--- config.mk ---
export PLATFORM = sky130hd
export DESIGN_NAME = mm4_cell
export DESIGN_NICKNAME = d
export VERILOG_FILES = /design/src/design/mm4_pkg.sv /design/src/design/mm4_cell.sv
export SDC_FILE = /design/constraint.sdc
export NUM_CORES = 2
export LEC_CHECK = 0
export CAP_MARGIN = 20
export CORE_ASPECT_RATIO = 1.75
export CORE_MARGIN = 5
export CORE_UTILIZATION = 60
export CTS_CLUSTER_DIAMETER = 50
export CTS_CLUSTER_SIZE = 8
export DETAILED_ROUTE_END_ITERATION = 10
export DONT_BUFFER_PORTS = 1
export PLACE_DENSITY = 0.79
export SLEW_MARGIN = 20
export SYNTH_ARGS = -nofsm -noshare
export SYNTH_HDL_FRONTEND = slang
export SYNTH_SLANG_ARGS = --single-unit
--- constraint.sdc ---
create_clock -name clk -period 9.43 [get_ports clk]
set_input_delay 0.943 -clock clk [delete_from_list [all_inputs] [get_ports clk]]
set_output_delay 0.943 -clock clk [all_outputs]
set_load 0.05 [all_outputs]
--- src/design/mm4_pkg.sv ---
`default_nettype none
// ----------------------------------------------------------------------------
// mm4_pkg - shared types and constants for the 4x4 matrix multiplier
// Matrix size, fixed-point format and the link word between chain cells.
// ----------------------------------------------------------------------------
package mm4_pkg;

  localparam int Dim       = 4;
  localparam int Cells     = Dim * Dim;
  localparam int FracBits  = 16;
  localparam int DataW     = 32;
  localparam int PosW      = $clog2(Cells);
  localparam int SelW      = $clog2(Dim);
  localparam int ProdW     = 2 * DataW;
  localparam int AccW      = ProdW + $clog2(Dim);

  localparam logic [PosW-1:0] LastPos = PosW'(Cells - 1);

  typedef struct packed {
    logic                   valid;
    logic [PosW-1:0]        idx;
    logic signed [AccW-1:0] acc;
  } mm4_link_t;

endpackage
`default_nettype wire

--- src/design/mm4_cell.sv ---
`default_nettype none
// ----------------------------------------------------------------------------
// mm4_cell - one multiply-accumulate cell of the chain
// Holds one column of the left matrix and one row of the right matrix,
// multiplies the pair selected by the passing index and adds to the sum.
// ----------------------------------------------------------------------------
module mm4_cell (
  input  logic                            clk,
  input  logic                            rst,
  input  logic                            en,
  input  logic                            wr_left,
  input  logic                            wr_right,
  input  logic [mm4_pkg::SelW-1:0]        wr_addr,
  input  logic signed [mm4_pkg::DataW-1:0] wr_data,
  input  mm4_pkg::mm4_link_t              link_in,
  output mm4_pkg::mm4_link_t              link_out
);
  import mm4_pkg::*;

  logic signed [DataW-1:0] left_col  [Dim];
  logic signed [DataW-1:0] right_row [Dim];

  logic                    s1_valid;
  logic [PosW-1:0]         s1_idx;
  logic signed [AccW-1:0]  s1_acc;
  logic signed [ProdW-1:0] s1_prod;
  logic                    s2_valid;
  logic [PosW-1:0]         s2_idx;
  logic signed [AccW-1:0]  s2_acc;

  always_ff @(posedge clk) begin
    if (wr_left) begin
      left_col[wr_addr] <= wr_data;
    end
    if (wr_right) begin
      right_row[wr_addr] <= wr_data;
    end
  end

  always_ff @(posedge clk) begin
    if (rst) begin
      s1_valid <= 1'b0;
      s2_valid <= 1'b0;
    end else if (en) begin
      s1_valid <= link_in.valid;
      s2_valid <= s1_valid;
    end
  end

  always_ff @(posedge clk) begin
    if (en) begin
      s1_idx  <= link_in.idx;
      s1_acc  <= link_in.acc;
      s1_prod <= ProdW'(left_col[link_in.idx[SelW-1:0]]) *
                 ProdW'(right_row[link_in.idx[PosW-1:SelW]]);
      s2_idx  <= s1_idx;
      s2_acc  <= s1_acc + AccW'(s1_prod);
    end
  end

  assign link_out.valid = s2_valid;
  assign link_out.idx   = s2_idx;
  assign link_out.acc   = s2_acc;

endmodule
`default_nettype wire
==> impl_metrics.yaml <==
yosys:
  synth.area.top_cells: "fa_1, edfxtp_1, inv_1"
  synth.area.mux_share: 0.0253
  synth_fa_ha_area_frac: 0.450
  yosys_warnings: 0
  synth_area_leader_cell: "fa_1"
  synthesis.nets: 6663
  avgSynthCellArea_um2: 10.6
  synthSimpleGateAreaFrac: 0.102
  synth_ff_type: "edfxtp_1"
  ys_ff_latch: 462
  yosysUniqueCellTypes: 84
  synthArstFlopShare: 0
  synth_top_family_by_area: "adder cells"
  synth_compound_area_frac: 0.0623
  synth_xor_xnor_area_share: 0.0211
  netlist.area_leader.share: 0.393
  synth_area_mm2: 0.0551
  synth_edf_count: 460
  ys_seq_area_frac: 0.251
  syn_inst: 5221
critical_path:
  rrSetupSlack_ns: 0.61
  slowest_delay_ns: 0.58
  crit_top_cell: "fa_1"
  crit_path_max_fanout: 56
  crit_required_ns: 9.95
  critPathLaunchType: "input pin"
  crit_type: "input pin to flop"
  endpoint_kind: "flop"
  slowest_stage: "fa_1"
  cp.arrival_ns: 9.35
cts:
  htreeDepth: 3
  cts.sinks: 462
  numCtsBuffers: 70
  cts-root-buf: "clkbuf_16"
  cts_tree: "yes"
  cts_buffer_depth: 3
  cts_resized: 0
  clk_pin_slew_ns: 0.05
  post_cts_buffers: 0
  holdBufCountCts: 0
  clk_latency_ns: 0.68
routing:
  vias: 39228
  drtAntennaViolNets: 0
  drc: 0
  drt_pre_antenna_iters: 7
  wire_per_inst_um: 25.5
  wirelength_mm: 164
  vias_per_cell: 6.09
  drtIter0Drc: 3625
final_layout:
  design_area_mm2: 0.0593
  area_delta_synth_final_pct: 7.66
  nNetsFinal: 6675
  final_cell_mix: "fa_1, inv_1, nand2_1, nor2_1, edfxtp_1"
  layout_commonest_cell: "fa_1"
  final_layout_size_suffix_gt1_frac: 0.0691
  regArea_mm2: 0.0139
  multi_input_area_mm2: 0.0365
  num-fill-cells: 6858
  stdcell_count: 6446
global_routing:
  grt_max_degree: 207
  grt_pass1_vias: 43338
  grt_use_total: 0.344
  antenna_found_initial: 3
  overflow: 0
  grt_pass1_wl_mm: 250
floorplan:
  dieHeight_um: 411
  start_util: 0.603
  design.die.area_mm2: 0.0982
  die_w_um: 239
  placementRows: 147
  core-area_mm2: 0.0914
  io_pins: 181
timing:
  worstMarginPinSlew_ns: 0.982
  max_slew_margin: 0.340
  hold_violations: 0
  rsz0062_at_grt: "no"
  max_freq_mhz: 113
  setup_tns_ns: 0
  slew_violations: 0
  period_needed_ns: 8.83
  finalCritPeriodShare: 0.936
  fin_hold_ws_ns: 0.354
  finClkSkew_ns: 0.0757
  setup_viol: 0
placement:
  io_buffers: 0
  dp_cells: 6353
  post_dp_cell_area_mm2: 0.0573
  hpwl_mm: 126
  place_congestion: 1.05
flow_run:
  cap_violations: 0
outcome:
  status: "complete, no violations"
hold_path:
  min_path_type: "input pin to flop"
-- layer usage --
metal  track usage  routed length [um]  vias up
met5             0                  42        -
met1         0.370               50100    19603
met3        0.0872               16600      974
li1              -                   -    16145
met2         0.560               78100     2502
met4         0.295               19500        4
-- state kept, by name, summed over array words and instances (netlist names) --
register	cells
s2_idx	4
s2_acc	66
s1_acc	66
s1_prod	64
left_col	128
s1_valid	1
s2_valid	1
s1_idx	4
right_row	128
-- kinds of logic (layout without fill, tap and decap cells) --
kind of cell,count (synthesis),in the layout
AOI/OAI and AO/OA,518,518
xor gates and xnor gates,133,133
adders and majority gates,1332,1332
buffers and inverters,1266,1297
DFF,462,462
muxes,121,121
other,0,2
and+or+nand+nor,1389,1389
-- layout make-up --
cell class                      instances  share of cell area
Antenna cell                            2           0.0000844
Tap cell                             1192              0.0251
Sequential cell                       462               0.234
Clock inverter                         14             0.00365
Clock buffer                           77              0.0300
Timing Repair Buffer                  177              0.0277
Multi-Input combinational cell       3493               0.615
Inverter                             1029              0.0651
-- per-stage QoR --
| stage | utilization | setup WS [ns] |
|---|---|---|
| floorplan | - | 0.0347 |
| global placement | 0.627 | 0.127 |
| detailed placement | 0.627 | 0.000244 |
| CTS | 0.649 | 0.613 |
| global route | 0.649 | 0.250 |
| finish | 0.649 | 0.599 |
-- final timing paths --
check                                                from                   endpoint  depth (start not counted)
worst max-delay path                          link_in[68]      s1_prod[60]$_DFFE_PP_                         29
worst max register to register  left_col[2][12]$_DFFE_PP_      s1_prod[60]$_DFFE_PP_                         29
worst min register to register        s1_idx[0]$_DFFE_PP_        s2_idx[0]$_DFFE_PP_                          0
worst min-delay path                          wr_data[17]  left_col[2][17]$_DFFE_PP_                          0
-- cells in the mapped netlist, drive strengths merged, types with 5 or more instances --
master and number:
o31ai 5, nand4 20, o21a 71, a31oi 17, xor2 52, ha 249, o21bai 23, mux2 55
o21ai 121, edfxtp 460, and2 30, and3 19, clkbuf 200, or2 5, buf 37, a21o 73
xnor2 81, o211ai 11, a21boi 7, nand3 31, nand2 643, mux4 9, inv 1029, a21oi 125
nor2b 13, fa 1083, mux2i 57, a211oi 17, nor2 575, nand2b 15, nor3 16
-- critical path: cells and delay by family --
| family | cells | cell delay [ns] |
|---|---|---|
| simple gates | 6 | 1.33 |
| buf+inv | 7 | 0.85 |
| mux | 1 | 0.35 |
| fa+ha+maj | 9 | 4.32 |
| compound gates | 6 | 1.47 |
Power is not shown: default switching activity piles up to over one toggle a cycle in this logic, so the estimate is an artifact.
